<file path="config.mk">
export PLATFORM = sky130hd
export DESIGN_NAME = ole_cell
export DESIGN_NICKNAME = d
export VERILOG_FILES = /design/src/rtl/ole_pkg.sv /design/src/rtl/ole_cell.sv
export SDC_FILE = /design/constraint.sdc
export NUM_CORES = 1
export LEC_CHECK = 0
export BUFFER_PORTS_ARGS = -buffer_cell sky130_fd_sc_hd__buf_4
export CORE_MARGIN = 10
export CORE_UTILIZATION = 40
export CTS_CLUSTER_SIZE = 12
export DETAILED_ROUTE_END_ITERATION = 12
export PLACE_DENSITY = 0.76
export SETUP_SLACK_MARGIN = 0.4
export SLEW_MARGIN = 10
export SYNTH_ARGS = -nofsm -noshare
export SYNTH_HDL_FRONTEND = slang
export SYNTH_SLANG_ARGS = --single-unit
</file>
<file path="constraint.sdc">
create_clock -name clk_i -period 2.6 [get_ports clk_i]
set_input_delay 0.39 -clock clk_i [delete_from_list [all_inputs] [get_ports clk_i]]
set_output_delay 0.39 -clock clk_i [all_outputs]
set_load 0.02 [all_outputs]
</file>
<file path="src/rtl/ole_pkg.sv">
// ----------------------------------------------------------------------------
// ole_pkg
// shared opcodes, status codes and field widths of the ordered list engine
// ----------------------------------------------------------------------------
package ole_pkg;

  localparam int unsigned OpW  = 4;
  localparam int unsigned ValW = 32;
  localparam int unsigned PosW = 6;
  localparam int unsigned StW  = 3;

  typedef enum logic [OpW-1:0] {
    OP_INSERT_AT    = 4'd0,
    OP_INSERT_FIRST = 4'd1,
    OP_INSERT_LAST  = 4'd2,
    OP_SEARCH       = 4'd3,
    OP_REMOVE       = 4'd4,
    OP_COUNT        = 4'd5,
    OP_SUM          = 4'd6,
    OP_REVERSE      = 4'd7,
    OP_FRONT        = 4'd8,
    OP_BACK         = 4'd9,
    OP_MIDDLE       = 4'd10
  } op_e;

  typedef enum logic [StW-1:0] {
    ST_OK        = 3'd0,
    ST_NOT_FOUND = 3'd1,
    ST_EMPTY     = 3'd2,
    ST_BAD_POS   = 3'd3,
    ST_FULL      = 3'd4
  } status_e;

  // per-cycle command broadcast from the sequencer to every cell
  typedef struct packed {
    logic            shift_up;   // cells at or above lo take the lower neighbor
    logic            shift_dn;   // cells at or above lo take the upper neighbor
    logic            write;      // cell at wr_idx takes wr_data
    logic [ValW-1:0] wr_data;
  } cell_cmd_t;

endpackage

</file>
<file path="src/rtl/ole_cell.sv">
// ----------------------------------------------------------------------------
// ole_cell
// one list slot; shifts toward either neighbor or takes a direct write
// ----------------------------------------------------------------------------
module ole_cell (
  input  logic                   clk_i,
  input  ole_pkg::cell_cmd_t     cmd_i,
  input  logic                   active_i,
  input  logic                   sel_i,
  input  logic [31:0]            lower_i,
  input  logic [31:0]            upper_i,
  output logic [31:0]            data_o
);
  import ole_pkg::*;

  logic [31:0] data_q, data_d;

  always_comb begin
    data_d = data_q;
    if (cmd_i.write && sel_i) begin
      data_d = cmd_i.wr_data;
    end else if (active_i && cmd_i.shift_up) begin
      data_d = lower_i;
    end else if (active_i && cmd_i.shift_dn) begin
      data_d = upper_i;
    end
  end

  always_ff @(posedge clk_i) begin
    data_q <= data_d;
  end

  assign data_o = data_q;
endmodule

</file>
==> reports/qor.yml, run 1 <==
status:
  outcome: "complete, no violations"
clock_network:
  cts_tree: "yes"
  cts_resized: 0
  cts_setup_buffers: 0
  root_buffer: "clkbuf_8"
  cts_buffers: 5
  cts_sinks: 32
  cts_buffer_depth: 2
  htree_levels: 2
  clk_pin_slew_ns: 0.07
  holdBufCountCts: 0
power_and_ir_drop:
  p_sw_mw: 0.430
  ir_worst_vdd_mv: 0.291
  power_frac_comb: 0.298
  swShare: 0.266
  p_leak_nw: 1.57
  pwr_density_cell_mw_per_mm2: 510
  power_frac_seq: 0.416
  p_int_mw: 1.19
  clock_power_share: 0.287
finish:
  stdcell_area_sq_mm: 0.00317
  diodes: 0
  largest_reg_flops: 32
  layout_common_cells: "buf_4 (136), nand3_1 (32), and3b_1 (32), a31oi_1 (32), edfxtp_1 (32)"
  final_nets: 409
  drive_above_1_share: 0.484
  syn_to_final_growth_pct: 51.5
  layout_commonest_cell: "buf_4"
worst_setup_path:
  cp_top_family: "simple AND/OR/NAND/NOR gates"
  path_class: "input port to register"
  path_buf_inv: 2
  crit_chain: "buf_4, nand2_1, nand2_1, buf_12"
  cp_common_cell: "nand2_1"
  cp-end-kind: "register"
  cpPeakStageDelay_ns: 0.39
  crit_arrival_ns: 1.40
  worst-endpoint-required_ns: 2.58
  crit_fanout: 33
  critPathLaunchType: "input port"
  cp_slowest_cell: "nand2_1"
min_path:
  min-delay-path-class: "input port to register"
synth:
  synth_area_leaders: "edfxtp_1 (46%), and3b_1 (13%), a21bo_1 (13%), a31oi_1 (9.6%), nand3_1 (7.7%)"
  synth.avg_cell_area_sq_um: 11.3
  syn-cell-area_sq_mm: 0.00209
  synth_seq_cells: 32
  yosysWarnings: 0
  yosysTopAreaCell: "edfxtp_1"
  synth.distinct_cells: 12
  synth_nets: 288
  synth_top_area_share: 0.459
  synth_seq_area_share: 0.459
  syn_inst: 186
detailed_routing:
  drc_errors: 0
  via_per_inst: 5.08
  drt_first_iter_violations: 97
  via_count: 1921
  routedWlPerCell_um: 17.7
  wl_mm: 6.69
  drt.antenna.violating_nets: 0
  drt-pass1-iter-count: 4
global_route:
  track_usage: 0.154
  grt_first_pass_wirelength_mm: 10.7
  grt_overflow: 0
  antenna_found_initial: 0
  grt_pass1_vias: 2059
  grt_max_degree: 65
floorplan:
  die_y_um: 92.3
  dieWidth_um: 92.3
  fp.dieArea_sq_mm: 0.00853
  initial_core_util: 0.410
  core-area_sq_mm: 0.00511
  rows: 26
  ios: 134
sta:
  fin_ws_ns: 1.19
  setup_tns_ns: 0
  rsz0062_at_grt: "no"
  fin_crit_sh: 0.544
  min_period_ns: 1.41
  slew_headroom: 0.581
  tightest_slew_ns: 0.628
  setup_viol: 0
  hold_violations: 0
  drv_slew: 0
  max_freq_mhz: 707
placed_design:
  place.gp.congestion: 0.732
  port_buffers: 133
  pre_cts_slack_ns: 0.886
  place_area_sq_mm: 0.00306
  dp_hpwl_mm: 5.01
flow_run:
  cap_violations: 0
==> layout make-up <==
class | instances | area (sq um)
clock buffers | 6 | 72.6
multi-input cells | 131 | 973
repair buffers | 137 | 1040
fillers | 455 | 1940
well taps | 70 | 87.6
clock inverters | 2 | 35.0
flip-flops and latches | 32 | 961
==> synthesized netlist by cell type (all sizes together) <==
library cell	number
a21bo	32
a31oi	32
and3b	32
edfxtp	32
nand3	32
buf	16
clkbuf	7
nand2	2
o21ai	1
==> logic make-up (layout without fill, tap and decap cells) <==
logic type             Yosys count  after routing  synth area share
flip-flops                      32             32             0.459
AO/OA/AOI/OAI                   65             65             0.251
buffers and inverters           23            145            0.0759
AND/OR/NAND/NOR                 66             66             0.214
==> power groups by stage <==
stage | clock network, mW | logic (mW) | registers, mW
5_1_grt | 0.503 | 0.519 | 0.679
6_report | 0.464 | 0.482 | 0.672
3_3_place_gp | 0 | 0.481 | 0.685
4_1_cts | 0.474 | 0.488 | 0.674
2_1_floorplan | 0 | 0.153 | 0.776
3_5_place_dp | 0 | 0.488 | 0.684
==> worst paths after layout <==
| path | endpoint | slack, ns | startpoint | cells after the start |
|---|---|---|---|---|
| setup / recovery | data_o[5] | 1.19 | cmd_i[32] | 4 |
| hold / removal | data_o[28] | 0.50 | lower_i[28] | 3 |
==> layer usage <==
layer,vias up,share of wire,GRT usage
li1,969,-,-
met1,846,0.39,0.176
met2,99,0.49,0.257
met3,7,0.11,0.0621
met4,0,0.012,0.0501
met5,-,0,0
==> metrics by stage <==
stage | utilization | total power [mW] | std cells | hold slack [ns]
final | 0.621 | 1.62 | 378 | 0.501
after global placement | 0.600 | 1.17 | 370 | 0.785
after detailed placement | 0.600 | 1.17 | 370 | 0.793
after CTS | 0.621 | 1.64 | 378 | 0.494
after global routing | 0.621 | 1.70 | 378 | 0.492
after floorplan | - | 0.928 | 186 | 0.671
(Power assumes the default switching activity.)
==> run 2, diff against run 1 <==
Settings changed: CORE_UTILIZATION 40 to 39, PLACE_DENSITY 0.76 to 0.78.
Clock period 2.6 ns to 1.3 ns, I/O delays scaled along.
==> run 2 against run 1 <==
Effect of this change:
- final cell count is 1.1% higher
- non-clock buffer count is 4 higher
- largest cell class unchanged
- combinational power is 130% higher
- worst hold slack worse by 0.20 ns
- critical path type is now register to primary output
- sequential share of layout area is 1.7 points lower
- worst setup slack worse by 0.92 ns
- flip-flop and latch count stayed put
- core utilization is 3.0 points higher
- largest power group unchanged
- global-route usage is 0.68 points higher
==> reports/qor.yml, run 2 (synthesized netlist as in run 1, its figures left out) <==
status:
  outcome: "complete, no violations"
detailed_routing:
  via_per_inst: 5.23  # +3.0%
  drc_errors: 0  # unchanged
  drt_first_iter_violations: 83  # -14%
  via_count: 1999  # +4.1%
  drt.antenna.violating_nets: 0  # unchanged
  routedWlPerCell_um: 19.0  # +7.2%
  wl_mm: 7.24  # +8.3%
  drt-pass1-iter-count: 4  # unchanged
clock_network:
  cts_buffers: 5  # unchanged
  root_buffer: "clkbuf_8"
  cts_setup_buffers: 0  # unchanged
  holdBufCountCts: 0  # unchanged
  clk_pin_slew_ns: 0.07  # about the same
  htree_levels: 2  # unchanged
  cts_tree: "yes"
  cts_buffer_depth: 2  # unchanged
  cts_sinks: 32  # unchanged
power_and_ir_drop:
  ir_worst_vdd_mv: 0.429  # +47%
  p_int_mw: 2.29  # +93%
  swShare: 0.285  # +0.0189
  power_frac_seq: 0.431  # +0.015
  clock_power_share: 0.229  # -0.058
  p_sw_mw: 0.911  # +110%
  p_leak_nw: 1.63  # +4.1%
  pwr_density_cell_mw_per_mm2: 951  # +86%
  power_frac_comb: 0.340  # +0.042
worst_setup_path:
  path_buf_inv: 1  # -1
  cp-end-kind: "primary output"
  setup.worst_path.start: "data_o[6]"
  path_class: "register to primary output"
  crit_fanout: 1  # -97%
  cp_slowest_cell: "edfxtp_1"
  critPathLaunchType: "register"
  cpPeakStageDelay_ns: 0.41  # +0.02 ns
  crit_arrival_ns: 0.84  # -0.56 ns
  crit_chain: "buf_6"
  worst-endpoint-required_ns: 1.11  # -1.47 ns
  cp_top_family: "flip-flops"
global_route:
  antenna_found_initial: 0  # unchanged
  grt_first_pass_wirelength_mm: 11.1  # +3.9%
  track_usage: 0.161  # +0.00675
  grt_overflow: 0  # unchanged
  grt_pass1_vias: 2068  # +0.44%
  grt_max_degree: 33  # -49%
finish:
  layout_commonest_cell: "buf_4"
  layout_common_cells: "buf_4 (104), buf_6 (33)"
  drive_above_1_share: 0.494  # +0.00982
  syn_to_final_growth_pct: 60.7
  fin_util: 0.650  # +0.0297
  largest_reg_flops: 32  # unchanged
  diodes: 0  # unchanged
  nFillCells: 426  # -6.4%
  final_nets: 413  # +0.98%
sta:
  hold_violations: 0  # unchanged
  tightest_slew_ns: 0.312  # -0.316 ns
  slew_headroom: 0.792  # +0.210
  max_freq_mhz: 966
  timing.hold.ws_ns: 0.306  # -0.196 ns
  drv_slew: 0  # unchanged
  rsz0062_at_grt: "yes"
  fin_crit_sh: 0.796
  setup_tns_ns: 0  # unchanged
  setup_viol: 0  # unchanged
  min_period_ns: 1.03
floorplan:
  initial_core_util: 0.405  # -0.00516
  rows: 26  # unchanged
  fp.dieArea_sq_mm: 0.00870  # +2.0%
  ios: 134  # unchanged
  core-area_sq_mm: 0.00517  # +1.3%
  die_y_um: 93.3  # +1.0%
  dieWidth_um: 93.3  # +1.0%
min_path:
  min-delay-path-class: "input port to register"
  hp-start: "lower_i[17]"
placed_design:
  port_buffers: 133  # unchanged
  place.gp.congestion: 0.786  # +7.3%
  dp_hpwl_mm: 5.37  # +7.3%
flow_run:
  cap_violations: 0  # unchanged
run 2: changes by cell type in the layout (fill, tap and decap cells not counted), moves of 2 or more:
cell	before	now
buf_6	0	33
buf_4	136	104
buf_12	1	4
nand2_1	2	0
run 2: worst paths after layout:
kind,depth (start not counted),endpoint,slack [ns]
setup / recovery,1,data_o[6],0.27
hold / removal,3,data_o[17],0.31
run 2: power groups by stage:
stage	logic [mW]	clock network [mW]	registers [mW]
floorplan	0.323	0	1.55
global route	1.16	0.794	1.39
detailed placement	1.01	0	1.37
CTS	1.09	0.745	1.38
global placement	0.998	0	1.37
finish	1.09	0.732	1.38
run 2: routing by layer:
metal	GRT usage	routed length [um]
met2	0.267	3640
met3	0.0592	675
met4	0.0501	75
met1	0.188	2850
met5	0	0
run 2: what timing repair did:
item,CTS,global route
endpoints found under the setup margin,46,50
hold endpoints to repair,0,0
pin swaps,0,0
resized for setup,32,2
run 2: through the flow:
stage,cell area (sq um),total power [mW],worst slack [ns],cells
floorplan,2140,1.87,0.224,186
global placement,3160,2.37,0.131,374
detailed placement,3160,2.39,0.0685,374
CTS,3360,3.22,0.246,382
global route,3360,3.35,0.229,382
finish,3360,3.20,0.265,382
run 2: area by class of cell:
cell class / count / area (sq um) / area share
flip-flops and latches: 32 / 961 / 0.286
clock inverters: 1 / 3.75 / 0.00112
clock buffers: 7 / 76.3 / 0.0227
repair buffers: 141 / 1230 / 0.366
well taps: 70 / 87.6 / 0.0260
multi-input cells: 131 / 1000 / 0.298
==> run 3, diff against run 2 <==
Settings changed: ABC_AREA set to 1, CORE_UTILIZATION 39 to 38, PLACE_DENSITY 0.78 to 0.76.
Clock period 1.3 ns to 0.86 ns, I/O delays scaled along.
==> run 3 against run 2 <==
Effect of this change:
- the flow now finishes with violations (setup timing)
- first-iteration DRC count is 140% higher
- synthesized cell count up 49%
- worst hold slack worse by 0.20 ns
- clock-buffer cell count shrank 1
- design area is 32% higher
- via count up 31%
- critical path depth unchanged
- core utilization grew 20 points
- final cell count is 34% higher
- non-clock buffer count grew 31
- wire length is 41% higher
- critical path type unchanged
- critical endpoint is now data_o[0]
- largest cell class unchanged
==> reports/qor.yml, run 3 <==
sta:
  fin_ws_ns: -0.140  # -0.405 ns
  setup_viol: 32  # +32
  min_period_ns: 1.00
  slew_headroom: 0.804  # +0.0127
  hold_violations: 0  # unchanged
  max_freq_mhz: 1000
  drv_slew: 0  # unchanged
  tightest_slew_ns: 0.293  # -0.0191 ns
  rsz0062_at_grt: "yes"
  fin_crit_sh: 1.16
  setup_tns_ns: -2.96  # -2.96 ns
finish:
  drive_above_1_share: 0.628  # +0.135
  stdcell_area_sq_mm: 0.00444  # +32%
  layout_common_cells: "buf_4 (101), inv_1 (64), nand2_1 (55)"
  final_nets: 542  # +31%
  layout_commonest_cell: "buf_4"
  syn_to_final_growth_pct: 115
  largest_reg_flops: 32  # unchanged
  nFillCells: 237  # -44%
  diodes: 0  # unchanged
  layout.cells.non_filler: 511  # +34%
worst_setup_path:
  cpPeakStageDelay_ns: 0.42  # about the same
  setup.worst_path.start: "data_o[0]"
  cp_slowest_cell: "edfxtp_1"
  cp-end-kind: "primary output"
  path_class: "register to primary output"
  path_buf_inv: 1  # unchanged
  crit_arrival_ns: 0.87  # +0.03 ns
  cp_top_family: "flip-flops"
  crit_fanout: 1  # unchanged
  worst-endpoint-required_ns: 0.73  # -0.38 ns
  critPathLaunchType: "register"
  crit_chain: "buf_6"
placed_design:
  place_area_sq_mm: 0.00327  # +3.4%
  dp.cells: 483  # +29%
  port_buffers: 133  # unchanged
  pre_cts_slack_ns: -0.191  # -0.260 ns
  place.gp.congestion: 0.757  # -3.7%
  dp_hpwl_mm: 5.98  # +11%
synth:
  synth_common_cells: "nand2_1 (88), nand3_1 (65), inv_1 (64), edfxtp_1 (32), nand2_2 (10)"
  synth_seq_cells: 32  # unchanged
  synth_top_family_by_area: "simple AND/OR/NAND/NOR gates"
  synth.distinct_cells: 11  # -1
  synth_nets: 380  # +32%
  synth_top_area_share: 0.464  # +0.00499
  synth_simple_gate_area_share: 0.356  # +0.143
  muxShareOfSynthArea: 0  # unchanged
  syn-cell-area_sq_mm: 0.00207  # -1.1%
  synth.avg_cell_area_sq_um: 7.45  # -34%
  synth_compound_area_frac: 0  # -0.251
  synth_area_leaders: "edfxtp_1 (46%), nand2_1 (16%), nand3_1 (16%), inv_1 (12%), nand2_2 (3.0%)"
  async_flop_share: 0  # unchanged
  synth_xor_area_frac: 0  # unchanged
  synthAdderAreaFrac: 0  # unchanged
  yosysMostFrequentCell: "nand2_1"
  syn_inst: 278  # +49%
  synth-main-ff-cell: "edfxtp_1"
  yosysTopAreaCell: "edfxtp_1"
  yosysWarnings: 0  # unchanged
  synth_seq_area_share: 0.464  # +0.00499
  synth_edf_count: 32  # unchanged
clock_network:
  htree_levels: 2  # unchanged
  cts_tree: "yes"
  cts_buffer_depth: 2  # unchanged
  cts_sinks: 32  # unchanged
  root_buffer: "clkbuf_8"
  cts_buffers: 5  # unchanged
  clk_pin_slew_ns: 0.08  # about the same
detailed_routing:
  drt.antenna.violating_nets: 0  # unchanged
  wl_mm: 10.2  # +41%
  drt-pass1-iter-count: 5  # +1
  drc_errors: 0  # unchanged
  routedWlPerCell_um: 19.9  # +5.2%
  drt_first_iter_violations: 200  # +140%
  via_per_inst: 5.13  # -1.9%
  via_count: 2622  # +31%
floorplan:
  initial_core_util: 0.398  # -0.00686
  dieWidth_um: 93.8  # +0.60%
  fp.dieArea_sq_mm: 0.00880  # +1.2%
  rows: 26  # unchanged
  ios: 134  # unchanged
  die_y_um: 93.8  # +0.60%
  core-area_sq_mm: 0.00520  # +0.63%
status:
  violations: "setup timing"
  outcome: "complete, but fails checks"
global_route:
  grt_overflow: 0  # unchanged
  track_usage: 0.210  # +0.0490
  grt_max_degree: 17  # -48%
  grt.busiest_layer: "met2"
  antenna_found_initial: 0  # unchanged
  grt_first_pass_wirelength_mm: 14.3  # +29%
  grt_pass1_vias: 2659  # +29%
  met1_usage: 0.237  # +0.0486
  grtUsageMet3: 0.0608  # +0.00160
  use_met2: 0.373  # +0.106
min_path:
  min-delay-path-class: "input port to register"
  hold_end: "data_o[18]"
  whs_path_depth: 3  # unchanged
  hp-start: "cmd_i[18]"
flow_run:
  cap_violations: 0  # unchanged
power_and_ir_drop:
  pwr_density_cell_mw_per_mm2: 1350  # +42%
  ir_worst_vdd_mv: 0.751  # +75%
  p_leak_nw: 2.35  # +44%
[run 3: cell types whose count changed in the layout (fill, tap and decap cells not counted), sizes merged, moves of 31 or more]
cell and delta:
a21bo -32, a31oi -32, and3b -32, buf +31
inv +65, nand2 +97, nand3 +33
[run 3: area by class of cell]
type	count	area [sq um]	share of cell area
clock buffer	6	72.6	0.0163
clock inverter	2	35.0	0.00789
inverter	65	251	0.0566
multi-input combinational	164	1240	0.280
sequential	32	961	0.216
tap	70	87.6	0.0197
timing repair buffer	172	1790	0.403
[run 3: through the flow]
step	util	power (mW)	hold slack [ns]
after detailed placement	0.628	3.75	0.403
after CTS	0.838	5.81	0.106
after global placement	0.628	3.70	0.399
after global routing	0.854	6.19	0.117
after floorplan	-	2.87	0.315
final	0.854	6.00	0.109
[run 3: repair_timing]
item	in CTS	in global routing
pin swaps	59	35
hold endpoints to repair	0	0
endpoints found under the setup margin	96	96
hold buffers	0	0
setup buffers	11	2
gates resized for setup	173	19
gates cloned	7	0
[run 3: where the power goes]
part	switching [mW]	internal, mW	leakage (nW)
logic	1.14	1.27	1.98
registers	0.110	2.00	0.317
clock network	0.617	0.861	0.0552
[run 3: layer usage]
metal  share of wire  vias to the layer above
li1                -                     1185
met2            0.53                      183
met4           0.019                        0
met1            0.36                     1237
met3           0.093                       17
met5               0                        -
[run 3: cells by family (layout without fill, tap and decap cells)]
group / after synthesis / count (layout)
buf+inv: 82 / 245
flops: 32 / 32
simple gates: 164 / 164
[run 3: worst max path at each step]
stage	end	slack [ns]	cells after the start
final	data_o[0]	-0.14	1
after global routing	data_o[11]	-0.15	1
after CTS	data_o[6]	-0.12	1
after detailed placement	data_o[21]	-0.19	5
after global placement	data_o[17]	-0.11	4
after floorplan	data_o[0]	-0.25	4
